--- config.mk ---
export PLATFORM = sky130hd
export DESIGN_NAME = gpio_chord_key_mapper
export DESIGN_NICKNAME = d
export VERILOG_FILES = /design/src/hw/rtl/gck_pkg.sv /design/src/hw/rtl/gck_ram.sv /design/src/hw/rtl/gck_front.sv /design/src/hw/rtl/gck_queue.sv /design/src/hw/rtl/gck_back.sv /design/src/hw/rtl/gpio_chord_key_mapper.sv
export SDC_FILE = /design/constraint.sdc
export NUM_CORES = 1
export LEC_CHECK = 0
export BUFFER_PORTS_ARGS = -buffer_cell sky130_fd_sc_hd__clkbuf_2
export CAP_MARGIN = 20
export CORE_AREA = 2 2 289 291
export CTS_CLUSTER_DIAMETER = 30
export DETAILED_ROUTE_END_ITERATION = 10
export DIE_AREA = 0 0 291 293
export GPL_TIMING_DRIVEN = 0
export MAX_ROUTING_LAYER = met4
export PLACE_DENSITY = 0.55
export SYNTH_ARGS = -nofsm -noshare
export SYNTH_HDL_FRONTEND = slang
export SYNTH_HIERARCHICAL = 1
export SYNTH_SLANG_ARGS = --single-unit
--- constraint.sdc ---
create_clock -name clk_i -period 6.2 [get_ports clk_i]
set_input_delay 0.62 -clock clk_i [delete_from_list [all_inputs] [get_ports clk_i]]
set_output_delay 0.62 -clock clk_i [all_outputs]
set_load 0.1 [all_outputs]
--- src/hw/rtl/gck_pkg.sv ---
// Shared types and constants of the chord key mapper.
`default_nettype none

package gck_pkg;

  localparam int unsigned PinCount = 16;
  localparam int unsigned LidPin   = 10;

  localparam logic [15:0] LidBit  = 16'h0400;
  localparam logic [15:0] PinMask = 16'((33'd1 << PinCount) - 33'd1);
  localparam logic [15:0] MaskRst = 16'h0400;

  // table entry kinds
  localparam logic [1:0] KindEmpty = 2'd0;
  localparam logic [1:0] KindKey   = 2'd1;
  localparam logic [1:0] KindCmd   = 2'd2;

  // event kinds
  localparam logic [2:0] EvNone     = 3'd0;
  localparam logic [2:0] EvPress    = 3'd1;
  localparam logic [2:0] EvRelease  = 3'd2;
  localparam logic [2:0] EvCmd      = 3'd3;
  localparam logic [2:0] EvShutdown = 3'd4;

  typedef enum logic [1:0] {
    OpWrite = 2'd0,
    OpQuiet = 2'd1,
    OpWalk  = 2'd2
  } op_e;

  // classified word handed from front to back
  typedef struct packed {
    op_e         op;
    logic        shutdown;
    logic [3:0]  slot;
    logic [15:0] pins;
    logic [1:0]  kind;
    logic [9:0]  code;
    logic [15:0] levels;
  } cmd_t;

  typedef struct packed {
    logic [15:0] pins;
    logic [1:0]  kind;
    logic [9:0]  code;
  } entry_t;

  typedef struct packed {
    logic [2:0] kind;
    logic [9:0] code;
    logic [3:0] slot;
    logic       last;
  } evt_t;

endpackage

`default_nettype wire

--- src/hw/rtl/gck_ram.sv ---
// Generic single-write, single-read RAM with registered read data.
`default_nettype none

module gck_ram #(
  parameter int unsigned WIDTH = 28,
  parameter int unsigned DEPTH = 16
) (
  input  wire logic                                        clk_i,
  input  wire logic                                        we_i,
  input  wire logic [((DEPTH > 1) ? $clog2(DEPTH) : 1)-1:0] waddr_i,
  input  wire logic [WIDTH-1:0]                            wdata_i,
  input  wire logic                                        re_i,
  input  wire logic [((DEPTH > 1) ? $clog2(DEPTH) : 1)-1:0] raddr_i,
  output logic      [WIDTH-1:0]                            rdata_o
);

  logic [WIDTH-1:0] mem_q [DEPTH];

  always_ff @(posedge clk_i) begin
    if (we_i) begin
      mem_q[waddr_i] <= wdata_i;
    end
    if (re_i) begin
      rdata_o <= mem_q[raddr_i];
    end
  end

endmodule

`default_nettype wire

--- src/hw/rtl/gck_front.sv ---
// Front end: config register, sample masking, change detection, classification.
`default_nettype none

module gck_front import gck_pkg::*; (
  input  wire logic        clk_i,
  input  wire logic        rst_ni,
  input  wire logic        cfg_valid_i,
  output logic             cfg_ready_o,
  input  wire logic [15:0] cfg_wdata_i,
  input  wire logic        in_valid_i,
  output logic             in_stall_o,
  input  wire logic        mode_i,
  input  wire logic [3:0]  entry_slot_i,
  input  wire logic [15:0] entry_pins_i,
  input  wire logic [1:0]  entry_kind_i,
  input  wire logic [9:0]  entry_code_i,
  input  wire logic [15:0] pin_levels_i,
  input  wire logic [15:0] pin_interrupts_i,
  input  wire logic        q_full_i,
  output logic             q_push_o,
  output cmd_t             q_cmd_o
);

  logic [15:0] mask_q;
  logic [15:0] prev_q, prev_d;
  logic [15:0] mon, levels, irq;
  logic        accept;

  assign cfg_ready_o = 1'b1;
  assign in_stall_o  = q_full_i;
  assign accept      = in_valid_i && !q_full_i;
  assign q_push_o    = accept;

  always_comb begin
    mon    = mask_q | LidBit;
    levels = (pin_levels_i & mon) ^ LidBit;   // lid switch is active low
    irq    = (pin_interrupts_i & mon) | ((levels ^ prev_q) & PinMask);
    prev_d = (accept && mode_i) ? levels : prev_q;

    q_cmd_o.op       = !mode_i ? OpWrite : ((irq == '0) ? OpQuiet : OpWalk);
    q_cmd_o.shutdown = irq[LidPin];
    q_cmd_o.slot     = entry_slot_i;
    q_cmd_o.pins     = entry_pins_i;
    q_cmd_o.kind     = entry_kind_i;
    q_cmd_o.code     = entry_code_i;
    q_cmd_o.levels   = levels;
  end

  always_ff @(posedge clk_i or negedge rst_ni) begin
    if (!rst_ni) begin
      mask_q <= MaskRst;
      prev_q <= '0;
    end else begin
      if (cfg_valid_i) begin
        mask_q <= cfg_wdata_i;
      end
      prev_q <= prev_d;
    end
  end

endmodule

`default_nettype wire

--- src/hw/rtl/gck_queue.sv ---
// Two-entry queue of classified words between front and back.
`default_nettype none

module gck_queue import gck_pkg::*; (
  input  wire logic clk_i,
  input  wire logic rst_ni,
  input  wire logic push_i,
  input  cmd_t      cmd_i,
  output logic      full_o,
  output logic      valid_o,
  output cmd_t      cmd_o,
  input  wire logic pop_i
);

  cmd_t       mem_q [2];
  logic       wr_ptr_q, rd_ptr_q;
  logic [1:0] count_q;

  assign full_o  = (count_q == 2'd2);
  assign valid_o = (count_q != 2'd0);
  assign cmd_o   = mem_q[rd_ptr_q];

  always_ff @(posedge clk_i) begin
    if (push_i) begin
      mem_q[wr_ptr_q] <= cmd_i;
    end
  end

  always_ff @(posedge clk_i or negedge rst_ni) begin
    if (!rst_ni) begin
      wr_ptr_q <= 1'b0;
      rd_ptr_q <= 1'b0;
      count_q  <= 2'd0;
    end else begin
      if (push_i) begin
        wr_ptr_q <= !wr_ptr_q;
      end
      if (pop_i) begin
        rd_ptr_q <= !rd_ptr_q;
      end
      if (push_i && !pop_i) begin
        count_q <= count_q + 2'd1;
      end else if (pop_i && !push_i) begin
        count_q <= count_q - 2'd1;
      end
    end
  end

endmodule

`default_nettype wire

--- src/hw/rtl/gck_back.sv ---
// Back end: table storage, chord walk, event holding and output register.
`default_nettype none

module gck_back import gck_pkg::*; #(
  parameter int unsigned TABLE_ENTRIES = 16
) (
  input  wire logic clk_i,
  input  wire logic rst_ni,
  input  wire logic q_valid_i,
  input  cmd_t      q_cmd_i,
  output logic      q_pop_o,
  output logic      out_valid_o,
  input  wire logic out_stall_i,
  output evt_t      out_evt_o
);

  localparam int unsigned IdxW = (TABLE_ENTRIES > 1) ? $clog2(TABLE_ENTRIES) : 1;
  localparam logic [IdxW-1:0] LastIdx = IdxW'(TABLE_ENTRIES - 1);

  typedef enum logic [1:0] {
    StIdle,
    StEval,
    StFinish
  } state_e;

  state_e                   state_q, state_d;
  logic [IdxW-1:0]          idx_q, idx_d;
  logic [15:0]              work_q, work_d;
  logic [TABLE_ENTRIES-1:0] active_q, active_d;
  logic [TABLE_ENTRIES-1:0] valid_q, valid_d;
  evt_t                     pend_q;
  logic                     pend_valid_q;
  logic                     out_valid_q;
  evt_t                     out_evt_q;

  logic             out_free, can_push, push, move, set_last;
  evt_t             push_evt;
  logic             ram_we, ram_re;
  logic [IdxW-1:0]  waddr, raddr;
  logic [$bits(entry_t)-1:0] ram_rdata;
  entry_t           wentry, entry;
  logic [1:0]       e_kind;
  logic             live, match, act, need_push, in_range;

  gck_ram #(
    .WIDTH($bits(entry_t)),
    .DEPTH(TABLE_ENTRIES)
  ) u_table (
    .clk_i  (clk_i),
    .we_i   (ram_we),
    .waddr_i(waddr),
    .wdata_i(wentry),
    .re_i   (ram_re),
    .raddr_i(raddr),
    .rdata_o(ram_rdata)
  );

  assign out_free    = !out_valid_q || !out_stall_i;
  assign can_push    = !pend_valid_q || out_free;
  assign move        = pend_valid_q && out_free && (pend_q.last || push);
  assign out_valid_o = out_valid_q;
  assign out_evt_o   = out_evt_q;

  assign waddr       = IdxW'(q_cmd_i.slot);
  assign wentry.pins = q_cmd_i.pins;
  assign wentry.kind = q_cmd_i.kind;
  assign wentry.code = q_cmd_i.code;
  assign in_range    = {28'd0, q_cmd_i.slot} < 32'(TABLE_ENTRIES);

  // never-written entries read as empty
  assign entry     = entry_t'(ram_rdata);
  assign e_kind    = valid_q[idx_q] ? entry.kind : KindEmpty;
  assign live      = (e_kind == KindKey) || (e_kind == KindCmd);
  assign match     = live && ((entry.pins & work_q) == entry.pins);
  assign act       = active_q[idx_q];
  assign need_push = (match && !act) || (!match && act && (e_kind == KindKey));

  always_comb begin
    state_d  = state_q;
    idx_d    = idx_q;
    work_d   = work_q;
    active_d = active_q;
    valid_d  = valid_q;
    q_pop_o  = 1'b0;
    push     = 1'b0;
    push_evt = '0;
    set_last = 1'b0;
    ram_we   = 1'b0;
    ram_re   = 1'b0;
    raddr    = idx_q;

    unique case (state_q)
      StIdle: begin
        if (q_valid_i && can_push) begin
          q_pop_o = 1'b1;
          unique case (q_cmd_i.op)
            OpWrite: begin
              if (in_range) begin
                ram_we          = 1'b1;
                valid_d[waddr]  = 1'b1;
                active_d[waddr] = 1'b0;
              end
              push          = 1'b1;
              push_evt.kind = EvNone;
              push_evt.slot = q_cmd_i.slot;
              push_evt.last = 1'b1;
            end
            OpQuiet: begin
              push          = 1'b1;
              push_evt.kind = EvNone;
              push_evt.last = 1'b1;
            end
            OpWalk: begin
              push          = q_cmd_i.shutdown;
              push_evt.kind = EvShutdown;
              work_d        = q_cmd_i.levels;
              idx_d         = '0;
              ram_re        = 1'b1;
              raddr         = '0;
              state_d       = StEval;
            end
            default: ;
          endcase
        end
      end
      StEval: begin
        // hold the entry read while the event holder is blocked
        if (!need_push || can_push) begin
          push_evt.code = entry.code;
          push_evt.slot = 4'(idx_q);
          if (match) begin
            active_d[idx_q] = 1'b1;
            work_d          = work_q & ~entry.pins;
            push            = !act;
            push_evt.kind   = (e_kind == KindKey) ? EvPress : EvCmd;
          end else if (act) begin
            active_d[idx_q] = 1'b0;
            push            = (e_kind == KindKey);
            push_evt.kind   = EvRelease;
          end
          if (idx_q == LastIdx) begin
            state_d = StFinish;
          end else begin
            idx_d  = idx_q + IdxW'(1);
            ram_re = 1'b1;
            raddr  = idx_q + IdxW'(1);
          end
        end
      end
      StFinish: begin
        if (pend_valid_q) begin
          set_last = 1'b1;
        end else begin
          push          = 1'b1;
          push_evt.kind = EvNone;
          push_evt.last = 1'b1;
        end
        state_d = StIdle;
      end
      default: state_d = StIdle;
    endcase
  end

  always_ff @(posedge clk_i or negedge rst_ni) begin
    if (!rst_ni) begin
      state_q      <= StIdle;
      idx_q        <= '0;
      work_q       <= '0;
      active_q     <= '0;
      valid_q      <= '0;
      pend_valid_q <= 1'b0;
      pend_q       <= '0;
      out_valid_q  <= 1'b0;
      out_evt_q    <= '0;
    end else begin
      state_q  <= state_d;
      idx_q    <= idx_d;
      work_q   <= work_d;
      active_q <= active_d;
      valid_q  <= valid_d;
      // last flag is only known once a later event or the walk end shows up
      if (push) begin
        pend_valid_q <= 1'b1;
        pend_q       <= push_evt;
      end else if (move) begin
        pend_valid_q <= 1'b0;
      end else if (set_last) begin
        pend_q.last <= 1'b1;
      end
      if (out_free) begin
        out_valid_q <= move;
        if (move) begin
          out_evt_q <= pend_q;
        end
      end
    end
  end

endmodule

`default_nettype wire

--- src/hw/rtl/gpio_chord_key_mapper.sv ---
// Top level of the GPIO chord key mapper.
//
//   channel | handshake                  | payload
//   --------+----------------------------+-----------------------------------------
//   cfg     | cfg_valid_i / cfg_ready_o  | cfg_wdata_i (monitored pin mask)
//   in      | in_valid_i / in_stall_o    | mode, entry_*, pin_levels, pin_interrupts
//   out     | out_valid_o / out_stall_i  | event_kind, event_code, event_slot, last
//
// A table write or a quiet sample is handled in the back end as it is popped. A
// sample that walks the table goes through a pop, one evaluation per entry
// through the registered table read, and then a closing step.
// The front takes a word per cycle while the 2-entry queue has room.
// Output stalls hold the walk only when a new event has nowhere to go.
// Reset empties the table (per-entry valid bits), clears flags and queue.
`default_nettype none

module gpio_chord_key_mapper import gck_pkg::*; #(
  parameter int unsigned TABLE_ENTRIES = 16
) (
  input  wire logic        clk_i,
  input  wire logic        rst_ni,
  input  wire logic        cfg_valid_i,
  output logic             cfg_ready_o,
  input  wire logic [15:0] cfg_wdata_i,
  input  wire logic        in_valid_i,
  output logic             in_stall_o,
  input  wire logic        mode_i,
  input  wire logic [3:0]  entry_slot_i,
  input  wire logic [15:0] entry_pins_i,
  input  wire logic [1:0]  entry_kind_i,
  input  wire logic [9:0]  entry_code_i,
  input  wire logic [15:0] pin_levels_i,
  input  wire logic [15:0] pin_interrupts_i,
  output logic             out_valid_o,
  input  wire logic        out_stall_i,
  output logic [2:0]       event_kind_o,
  output logic [9:0]       event_code_o,
  output logic [3:0]       event_slot_o,
  output logic             last_event_o
);

  logic q_full, q_push, q_valid, q_pop;
  cmd_t q_cmd_in, q_cmd_out;
  evt_t evt;

  gck_front u_front (
    .clk_i           (clk_i),
    .rst_ni          (rst_ni),
    .cfg_valid_i     (cfg_valid_i),
    .cfg_ready_o     (cfg_ready_o),
    .cfg_wdata_i     (cfg_wdata_i),
    .in_valid_i      (in_valid_i),
    .in_stall_o      (in_stall_o),
    .mode_i          (mode_i),
    .entry_slot_i    (entry_slot_i),
    .entry_pins_i    (entry_pins_i),
    .entry_kind_i    (entry_kind_i),
    .entry_code_i    (entry_code_i),
    .pin_levels_i    (pin_levels_i),
    .pin_interrupts_i(pin_interrupts_i),
    .q_full_i        (q_full),
    .q_push_o        (q_push),
    .q_cmd_o         (q_cmd_in)
  );

  gck_queue u_queue (
    .clk_i  (clk_i),
    .rst_ni (rst_ni),
    .push_i (q_push),
    .cmd_i  (q_cmd_in),
    .full_o (q_full),
    .valid_o(q_valid),
    .cmd_o  (q_cmd_out),
    .pop_i  (q_pop)
  );

  gck_back #(
    .TABLE_ENTRIES(TABLE_ENTRIES)
  ) u_back (
    .clk_i      (clk_i),
    .rst_ni     (rst_ni),
    .q_valid_i  (q_valid),
    .q_cmd_i    (q_cmd_out),
    .q_pop_o    (q_pop),
    .out_valid_o(out_valid_o),
    .out_stall_i(out_stall_i),
    .out_evt_o  (evt)
  );

  assign event_kind_o = evt.kind;
  assign event_code_o = evt.code;
  assign event_slot_o = evt.slot;
  assign last_event_o = evt.last;

endmodule

`default_nettype wire

# After elaboration in Yosys (flattened, before gate mapping)
# Memory sizes are Yosys's and may differ from the RTL's. A register that Yosys moved wholly into a read port is not among the register bits.
# Cells that the tools add are included.
# classes
add_sub_neg	3
multipliers	0
div_mod_pow	0
magnitude_cmp	4
eq_ne	17
shifts	0
mux	75
bitwise	14
n_reduce_logical	45
# ops
operator	n
$mux 16	9
$and 16x16->16	6
$pmux 16 s2	2
$not 16->16	3
$or 16x16->16	3
$mux 1	30
$mux 2	11
$mux 4	5
$mux 17	1
$eq 16x16->1	1
$logic_not 16->1	1
$pmux 4 s2	2
$xor 16x16->16	1
$logic_and 1x1->1	13
$logic_not 1->1	11
$lt 4x5->1 const B	2
$mux 10	1
$ne 2x1->1 const B	5
$reduce_and 5->1	2
$reduce_bool 2->1	5
$mux 3	3
$bmux 1 s4	2
$demux 1 s4	2
$eq 2x2->1 const B	4
20 further kinds	33
# word_totals
reg_bits	128
latch_bits	0
ramBits	550
romBits	0
inputBits	86
output_inout_bits	21
memories	2
# mem_list
memory	words	width	rd	rd_ports_with_merged_regs	wr	line	source
u_back.u_table.mem_q	16	28	1	1	1	gck_ram.sv:17	logic [WIDTH-1:0] mem_q [DEPTH];
u_queue.mem_q	2	51	1	0	1	gck_queue.sv:15	cmd_t mem_q [2];

# Logic depth before layout (Yosys ltp)
# Gate-level depths: netlist of run 1.
# depth
ltp_word	18
ltp_mapped	16
depth_no_buf	12

# Hierarchy
# The synthesis of run 1 kept the hierarchy.
# by_module_without_submodules
module	instances	cells_each	area_per_inst_um2
gck_ram	1	735	17803.3
gck_back	1	475	4769.6
gck_queue	1	175	4121.5
gck_front	1	178	1818.0

# Least setup slack after synthesis of run 1
# Ideal clock, no wire load.
# synth_path
kind	reg2reg
from	register u_back.out_valid_q, in the netlist u_back/out_valid_o
to	memory u_back.u_table.mem_q[0][0], enable pin
setup_ps	448
arrival_ps	4775
required_ps	5752
setup_slack_ps	977
path_stages_with_launch	8
n_path_buf	1
period_less_slack_ps	5223
path_cell_list	dfrtp_1 -> nand3_1 -> nand2_1 -> or4_1 -> nor2_1 -> clkbuf_1 -> or3b_2 -> nor3_1
# synth_between
elab_chain_len	8
# synth_lines
element	line	source
from (decl)	gck_back.sv:33	logic out_valid_q;
from (signal assigned)	gck_back.sv:191	out_valid_q <= move;
$logic_not 1->1	gck_back.sv:58	assign out_free = !out_valid_q || !out_stall_i;
$logic_or 1x1->1	gck_back.sv:58	
$logic_or 1x1->1	gck_back.sv:59	assign can_push = !pend_valid_q || out_free;
$logic_and 1x1->1	gck_back.sv:94	if (q_valid_i && can_push) begin
$mux 1	gck_back.sv:94	
$mux 1	gck_back.sv:92	unique case (state_q)
via u_back.ram_we	gck_back.sv:38	logic ram_we, ram_re;
$mux 1	gck_ram.sv:20	if (we_i) begin
$mux 1 (not written as such)	gck_ram.sv:21	mem_q[waddr_i] <= wdata_i;
to (decl)	gck_ram.sv:17	
# The timed path passes the listed nets, and every way through them passes these cells.

# Worst setup path after layout of run 1
# layout_path
from	register u_back.idx_q[0]
to	register u_back.u_table.rdata_o[11] (read register of u_back.u_table.mem_q) (data pin)
# layout_between
elab_chain_len	14
# layout_lines
element	line	source
from (decl)	gck_back.sv:27	logic [IdxW-1:0] idx_q, idx_d;
from (signal assigned)	gck_back.sv:177	idx_q <= idx_d;
$bmux 1 s4	gck_back.sv:72	assign e_kind = valid_q[idx_q] ? entry.kind : KindEmpty;
$mux 1 (not written as such)	gck_back.sv:72	
$mux 2	gck_back.sv:72	
$eq 2x1->1 / $eq 2x2->1 (equally long branches)	gck_back.sv:73, gck_back.sv:76	
$logic_or 1x1->1	gck_back.sv:73	assign live = (e_kind == KindKey) || (e_kind == KindCmd);
$logic_and 1x1->1	gck_back.sv:74	assign match = live && ((entry.pins & work_q) == entry.pins);
$logic_not 1->1	gck_back.sv:76	assign need_push = (match && !act) || (!match && act && (e_kind == KindKey));
$logic_and 1x1->1 (2 in a row)	gck_back.sv:76	
$logic_or 1x1->1	gck_back.sv:76	
$logic_not 1->1	gck_back.sv:128	if (!need_push || can_push) begin
$logic_or 1x1->1	gck_back.sv:128	
$mux 1 *	gck_back.sv:128	
$pmux 1 s2 *	gck_back.sv:92	
via u_back.ram_re	gck_back.sv:38	
to (decl)	gck_ram.sv:14	output logic [WIDTH-1:0] rdata_o
# The timed path passes the listed nets; every way through them passes the cells marked *. The select of a mux whose other input is x is not followed.
# A chain may end at the register's enable or synchronous reset.

==> results of run 1 <==
-- sequential cells by signal, indices dropped and copies added, names as in the netlist, 4 cells and up, named ones only --
| register | cells |
|---|---|
| u_back/out_evt_o | 18 |
| u_back/u_table/mem_q | 448 |
| u_front/prev_q | 16 |
| u_back/idx_q | 4 |
| u_back/work_q | 16 |
| u_back/pend_q | 18 |
| u_back/valid_q | 16 |
| u_front/mask_q | 15 |
| u_back/u_table/rdata_o | 28 |
| u_queue/mem_q | 102 |
-- path summary, 6_finish.rpt --
path / end / slack [ns]
setup / recovery: u_back/u_table/rdata_o[11] / 0.32
hold / removal: u_queue/mem_q[0][21] / 0.07
setup reg to reg: u_back/u_table/rdata_o[11] / 0.32
hold reg to reg: u_back/valid_q[9] / 0.46
max in group asynchronous: u_front/mask_q[15] / 4.98
min in group asynchronous: u_back/pend_q[7] / 0.42
-- kinds of logic (layout without fill, tap and decap cells) --
family	count (synthesis)	count (layout)	share of synthesized area, %
buffers and inverters	148	524	3.30
multiplexers	213	213	14.0
other	1	1	0.0132
AND/OR/NAND/NOR	241	241	4.22
AO/OA/AOI/OAI	236	236	5.75
XOR/XNOR	13	13	0.399
adder cells (fa/ha/maj)	6	6	0.263
flip-flops	705	705	72.0
-- what timing repair did --
action,in CTS,in global routing
hold buffers,1,0
hold endpoints to repair,43,0
endpoints found under the setup margin,28,26
resized for setup,6,12
-- layer usage --
metal,wire length [um],share of wire (%)
met3,3830,5.7
met4,1590,2.3
met5,0,0
met2,32800,48
met1,29500,44
-- power breakdown --
| part | switching (uW) | internal [uW] |
|---|---|---|
| clock | 2650 | 5530 |
| sequential | 298 | 6250 |
| combinational | 3980 | 2620 |
| total | 6930 | 14400 |
-- per-stage QoR --
step | instances | cell area [um2] | setup WS, ns
finish | 3009 | 36200 | 0.321
global route | 3009 | 36200 | 0.0355
CTS | 3009 | 36200 | 0.128
detailed placement | 2734 | 30800 | -0.621
global placement | 2704 | 30200 | -1.81
floorplan | 1563 | 28500 | 0.977
-- area by class of cell --
cell class | count | area, um2
clock inverters | 100 | 1500
clock buffers | 174 | 3840
fillers | 7008 | 45600
inverters | 41 | 154
multi-input cells | 710 | 7180
plain buffers | 107 | 798
well taps | 1070 | 1340
repair buffers | 102 | 858
flip-flops and latches | 705 | 20500
-- Yosys cell counts, drive strengths merged (5+ instances only) --
library cell,n,area (um2)
edfxtp,578,17400
dfrtp,127,3180
mux4,121,2780
nand2,107,402
mux2,92,1220
a22oi,69,518
buf,68,638
o21ai,60,300
inv,41,154
clkbuf,39,148
nor2,26,97.6
a21oi,23,130
nor2b,21,131
nand3,20,100
a31o,19,166
and2,19,123
o31ai,16,120
and3,14,92.6
nor3,10,55.1
o21bai,9,67.6
xor2,9,78.8
a32oi,8,70.1
nand2b,7,43.8
ha,6,75.1
a41o,5,50.1
==> results.py, run 1 <==
metrics = {
    "status": {
        "outcome": "completed",
    },
    "worst_setup_path": {
        "cp-start-kind": "register",
        "arrival_ns": 6.28,
        "r2r-start": "u_back/idx_q[0]",
        "cpPeakStageDelay_ns": 0.56,
        "path_class": "register to register",
        "crit_chain": "buf_4 -> mux4_2 -> mux4_2 -> and2_1 -> ha_1 -> a21oi_1 -> a21oi_1 -> a211oi_1 -> o21a_4 -> a21oi_1 -> buf_6 -> buf_12 -> buf_8 -> mux4_2 -> a22oi_1 -> nand2_1",
        "endpoint_kind": "register",
        "cp-startpoint": "u_back/idx_q[0]",
        "cp_max_fo": 30,
        "crit_slowest_cell": "o21a_4",
        "required_ns": 6.60,
        "ff2ff_path_depth": 16,
        "crit_buf_inv": 4,
        "cp.depth": 16,
        "critPathTopFamily": "compound AO/OA/AOI/OAI gates",
    },
    "global_routing": {
        "use_met2_pct": 25.9,
        "grtUsageTotal_pct": 16.6,
        "grt_pass1_wl_um": 102000,
        "busiest_layer": "met2",
        "met3_usage_pct": 3.77,
        "grt_overflow": 0,
        "use_met1_pct": 21.4,
        "grt_pass1_vias": 16300,
        "antenna_found_initial": 0,
        "grt_max_degree": 85,
    },
    "sta": {
        "report.final.hold_viol_count": 0,
        "setup_tns_ns": 0,
        "rsz0062_at_grt": "no",
        "finalSetupViolCount": 0,
        "hold_slack_ns": 0.0651,
        "slew_viol_final": 0,
        "tightest_slew_ns": 1.12,
        "finClkSkew_ns": 0.0576,
        "timing.slew.headroom_pct": 24.7,
        "fmax_mhz": 170,
        "timing.final.crit_share_pct": 94.8,
        "timing.final.crit_period_ns": 5.88,
    },
    "floorplan": {
        "io_pins": 107,
        "die_w_um": 291,
        "initial_core_util_pct": 34.8,
        "die_h_um": 293,
        "die_area_mm2": 0.0853,
        "rows": 105,
        "core-area_mm2": 0.0818,
    },
    "routing": {
        "drc": 0,
        "wire_per_inst_um": 22.5,
        "drt_pre_antenna_iters": 7,
        "wirelength_um": 67700,
        "antenna_left": 0,
        "vias_per_cell": 5.08,
        "num_vias": 15300,
        "drtIter0Drc": 1228,
    },
    "synth": {
        "ys.flop_type": "edfxtp_1",
        "syn-num-nets": 1655,
        "avgSynthCellArea_um2": 18.2,
        "synth-edff-count": 578,
        "seq_area_frac_synth_pct": 72.0,
        "syn_inst": 1563,
        "synth_cell_types": 70,
        "syn_area_mm2": 0.0285,
        "async_reset_ff_share_pct": 18.0,
        "yosysWarnings": 6,
        "synth_seq_cells": 705,
    },
    "place": {
        "hpwl_um": 44400,
        "io_buffers": 71,
        "place_congestion": 0.851,
    },
    "clock_tree": {
        "path_clk_slew_ns": 0.05,
        "clock_sinks": 705,
        "postCtsSetupBuffers": 0,
        "root_buffer": "clkbuf_16",
        "clockBufferDepth": 3,
        "htreeDepth": 4,
        "cts_buffers": 148,
        "cts_tree": "built",
        "clock_latency_ns": 0.73,
    },
    "layout": {
        "final_cell_mix": "578 x edfxtp_1, 148 x clkbuf_16, 127 x dfrtp_1",
        "final_core_util_pct": 44.2,
        "layout_commonest_cell": "edfxtp_1",
        "antenna_cells": 0,
        "syn2layout_area_growth_pct": 27.0,
        "drive_above_1_share_pct": 34.0,
        "nets": 1907,
    },
    "hold_path": {
        "hold_path_depth": 1,
        "hp-class": "primary input to register",
        "min_from": "entry_code_i[5]",
    },
    "power": {
        "leakage_uw": 0.0132,
        "ir_worst_vdd_mv": 0.275,
        "finalPower_uw": 21300,
        "p_per_area_mw_per_mm2": 589,
    },
    "job": {
        "maxCapViolations": 0,
    },
}
Note: power is estimated with default switching activity, not from simulation.
==> inputs of run 2 (changes only) <==
--- a/config.mk
+++ b/config.mk
@@ -7,13 +7,15 @@
 export LEC_CHECK = 0
 export BUFFER_PORTS_ARGS = -buffer_cell sky130_fd_sc_hd__clkbuf_2
 export CAP_MARGIN = 20
+export CELL_PAD_IN_SITES_DETAIL_PLACEMENT = 0
+export CELL_PAD_IN_SITES_GLOBAL_PLACEMENT = 1
 export CORE_AREA = 2 2 289 291
 export CTS_CLUSTER_DIAMETER = 30
 export DETAILED_ROUTE_END_ITERATION = 10
 export DIE_AREA = 0 0 291 293
 export GPL_TIMING_DRIVEN = 0
 export MAX_ROUTING_LAYER = met4
-export PLACE_DENSITY = 0.55
+export PLACE_DENSITY = 0.6
 export SYNTH_ARGS = -nofsm -noshare
 export SYNTH_HDL_FRONTEND = slang
 export SYNTH_HIERARCHICAL = 1
==> results.py, run 2 (same netlist as run 1, synthesis figures left out) <==
metrics = {
    "floorplan": {
        "io_pins": 107,
        "initial_core_util_pct": 34.8,
        "die_w_um": 291,
        "die_area_mm2": 0.0853,
        "die_h_um": 293,
        "rows": 105,
        "core-area_mm2": 0.0818,
    },
    "clock_tree": {
        "clockBufferDepth": 3,
        "cts_buffers": 150,
        "htreeDepth": 4,
        "postCtsSetupBuffers": 0,
        "root_buffer": "clkbuf_16",
        "path_clk_slew_ns": 0.05,
        "cts_tree": "built",
        "clock_latency_ns": 0.72,
        "clock_sinks": 705,
    },
    "routing": {
        "num_vias": 15400,
        "vias_per_cell": 5.12,
        "wirelength_um": 69800,
        "drtIter0Drc": 1220,
        "wire_per_inst_um": 23.2,
        "drt_pre_antenna_iters": 7,
        "antenna_left": 0,
        "drc": 0,
    },
    "global_routing": {
        "grt_max_degree": 82,
        "antenna_found_initial": 1,
        "grt_pass1_wl_um": 104000,
        "grt_pass1_vias": 16200,
        "grtUsageTotal_pct": 17.1,
        "grt_overflow": 0,
    },
    "layout": {
        "stdcell_count": 3013,
        "syn2layout_area_growth_pct": 26.9,
        "drive_above_1_share_pct": 34.3,
        "final_cell_mix": "578 x edfxtp_1, 151 x clkbuf_16, 127 x dfrtp_1",
        "fillers": 7009,
        "registers.top_by_ff_count": "u_back/u_table/mem_q",
        "antenna_cells": 0,
        "biggestRegsByFlops": "u_back/u_table/mem_q x448, u_queue/mem_q x102, u_back/u_table/rdata_o x28",
        "largest_reg_flops": 448,
        "layout_commonest_cell": "edfxtp_1",
        "fin_area_mm2": 0.0362,
        "multi_input_area_mm2": 0.00717,
        "nets": 1909,
        "seq_area_mm2": 0.0205,
    },
    "worst_setup_path": {
        "cp_max_fo": 30,
        "r2r-start": "u_back/idx_q[0]",
        "crit_top_cell": "mux4_2",
        "cpPeakStageDelay_ns": 0.86,
        "required_ns": 6.65,
        "endpoint_kind": "register",
        "critPathTopFamily": "compound AO/OA/AOI/OAI gates",
        "cp-startpoint": "u_back/idx_q[0]",
        "arrival_ns": 6.42,
        "crit_slowest_cell": "clkbuf_1",
        "path_class": "register to register",
        "cp-start-kind": "register",
        "crit_chain": "buf_4 -> mux4_2 -> mux4_2 -> and2_1 -> ha_1 -> a21o_1 -> nor4_4 -> a211oi_1 -> o21a_4 -> o21ai_2 -> clkbuf_1 -> mux4_2 -> a22oi_1 -> nand2_1",
        "crit_buf_inv": 2,
    },
    "sta": {
        "fmax_mhz": 167,
        "slew_viol_final": 0,
        "rsz0062_at_grt": "no",
        "layout_setup_ws_ns": 0.222,
        "timing.final.crit_share_pct": 96.4,
        "timing.final.crit_period_ns": 5.98,
        "hold_slack_ns": 0.0880,
        "finalSetupViolCount": 0,
        "timing.slew.headroom_pct": 23.1,
        "finClkSkew_ns": 0.0235,
        "setup_tns_ns": 0,
        "report.final.hold_viol_count": 0,
        "tightest_slew_ns": 1.15,
    },
    "hold_path": {
        "hp-class": "primary input to register",
        "min_from": "entry_kind_i[0]",
    },
    "status": {
        "outcome": "completed",
    },
    "place": {
        "dp_cells": 2735,
        "place_congestion": 0.824,
        "post-place-ws_ns": -0.530,
        "hpwl_um": 45100,
        "placed_cell_area_mm2": 0.0309,
        "io_buffers": 71,
    },
    "power": {
        "p_per_area_mw_per_mm2": 590,
        "ir_worst_vdd_mv": 0.446,
        "leakage_uw": 0.0132,
    },
    "job": {
        "maxCapViolations": 0,
    },
}
## run 2: area by class of cell
| class | count | share of cell area [%] |
|---|---|---|
| sequential | 705 | 56.8 |
| multi-input combinational | 710 | 19.8 |
| clock buffer | 182 | 11.0 |
| tap | 1070 | 3.70 |
| clock inverter | 96 | 3.56 |
| timing repair buffer | 103 | 2.49 |
| buffer | 106 | 2.20 |
| inverter | 41 | 0.425 |
## run 2: routing by layer
layer  global-route usage (%)  part of all wire [%]  vias to the layer above
met5                        -                     0                        -
met4                     5.22                   2.0                        0
met3                     4.15                   5.3                      103
met2                     27.1                    49                      449
met1                     21.9                    44                     8117
li1                         -                     -                     6764
## run 2: path summary, 6_finish.rpt
path                                              end  slack [ns]  cells past startpoint
min in group asynchronous           u_back/pend_q[10]        0.42                      2
hold / removal                   u_queue/mem_q[0][26]        0.09                      1
hold reg to reg                     u_back/valid_q[1]        0.47                      1
max in group asynchronous           u_front/mask_q[5]        4.96                      3
setup / recovery           u_back/u_table/rdata_o[22]        0.22                     14
setup reg to reg           u_back/u_table/rdata_o[22]        0.22                     14
## run 2: where the power goes
group          switching [uW]  leakage, uW  internal [uW]  total [uW]
Clock                    2630      0.00253           5460        8100
Sequential                294      0.00688           6250        6540
Combinational            4080      0.00383           2620        6710
## run 2: stage by stage
step           utilization (%)  total power [uW]
2_1_floorplan                -             11200
3_3_place_gp              36.9             13200
3_5_place_dp              37.7             13400
4_1_cts                   44.2             21600
5_1_grt                   44.2             22300
6_report                  44.2             21300
## run 2: worst register-to-register path, stage by stage, from the launching register on
cell and delay [ns]:
dfrtp_1 0.54, buf_4 0.30, mux4_2 0.55, mux4_2 0.54
and2_1 0.19, ha_1 0.31, a21o_1 0.24, nor4_4 0.30
a211oi_1 0.15, o21a_4 0.40, o21ai_2 0.51, clkbuf_1 0.87
mux4_2 0.42, a22oi_1 0.32, nand2_1 0.09
## run 2: what timing repair did
item                                    in CTS  in global routing
hold buffers                                 1                  0
pin swaps                                    0                  0
endpoints found under the setup margin      28                 28
hold endpoints to repair                    46                  0
gates cloned                                 0                  0
resized for setup                            8                  6
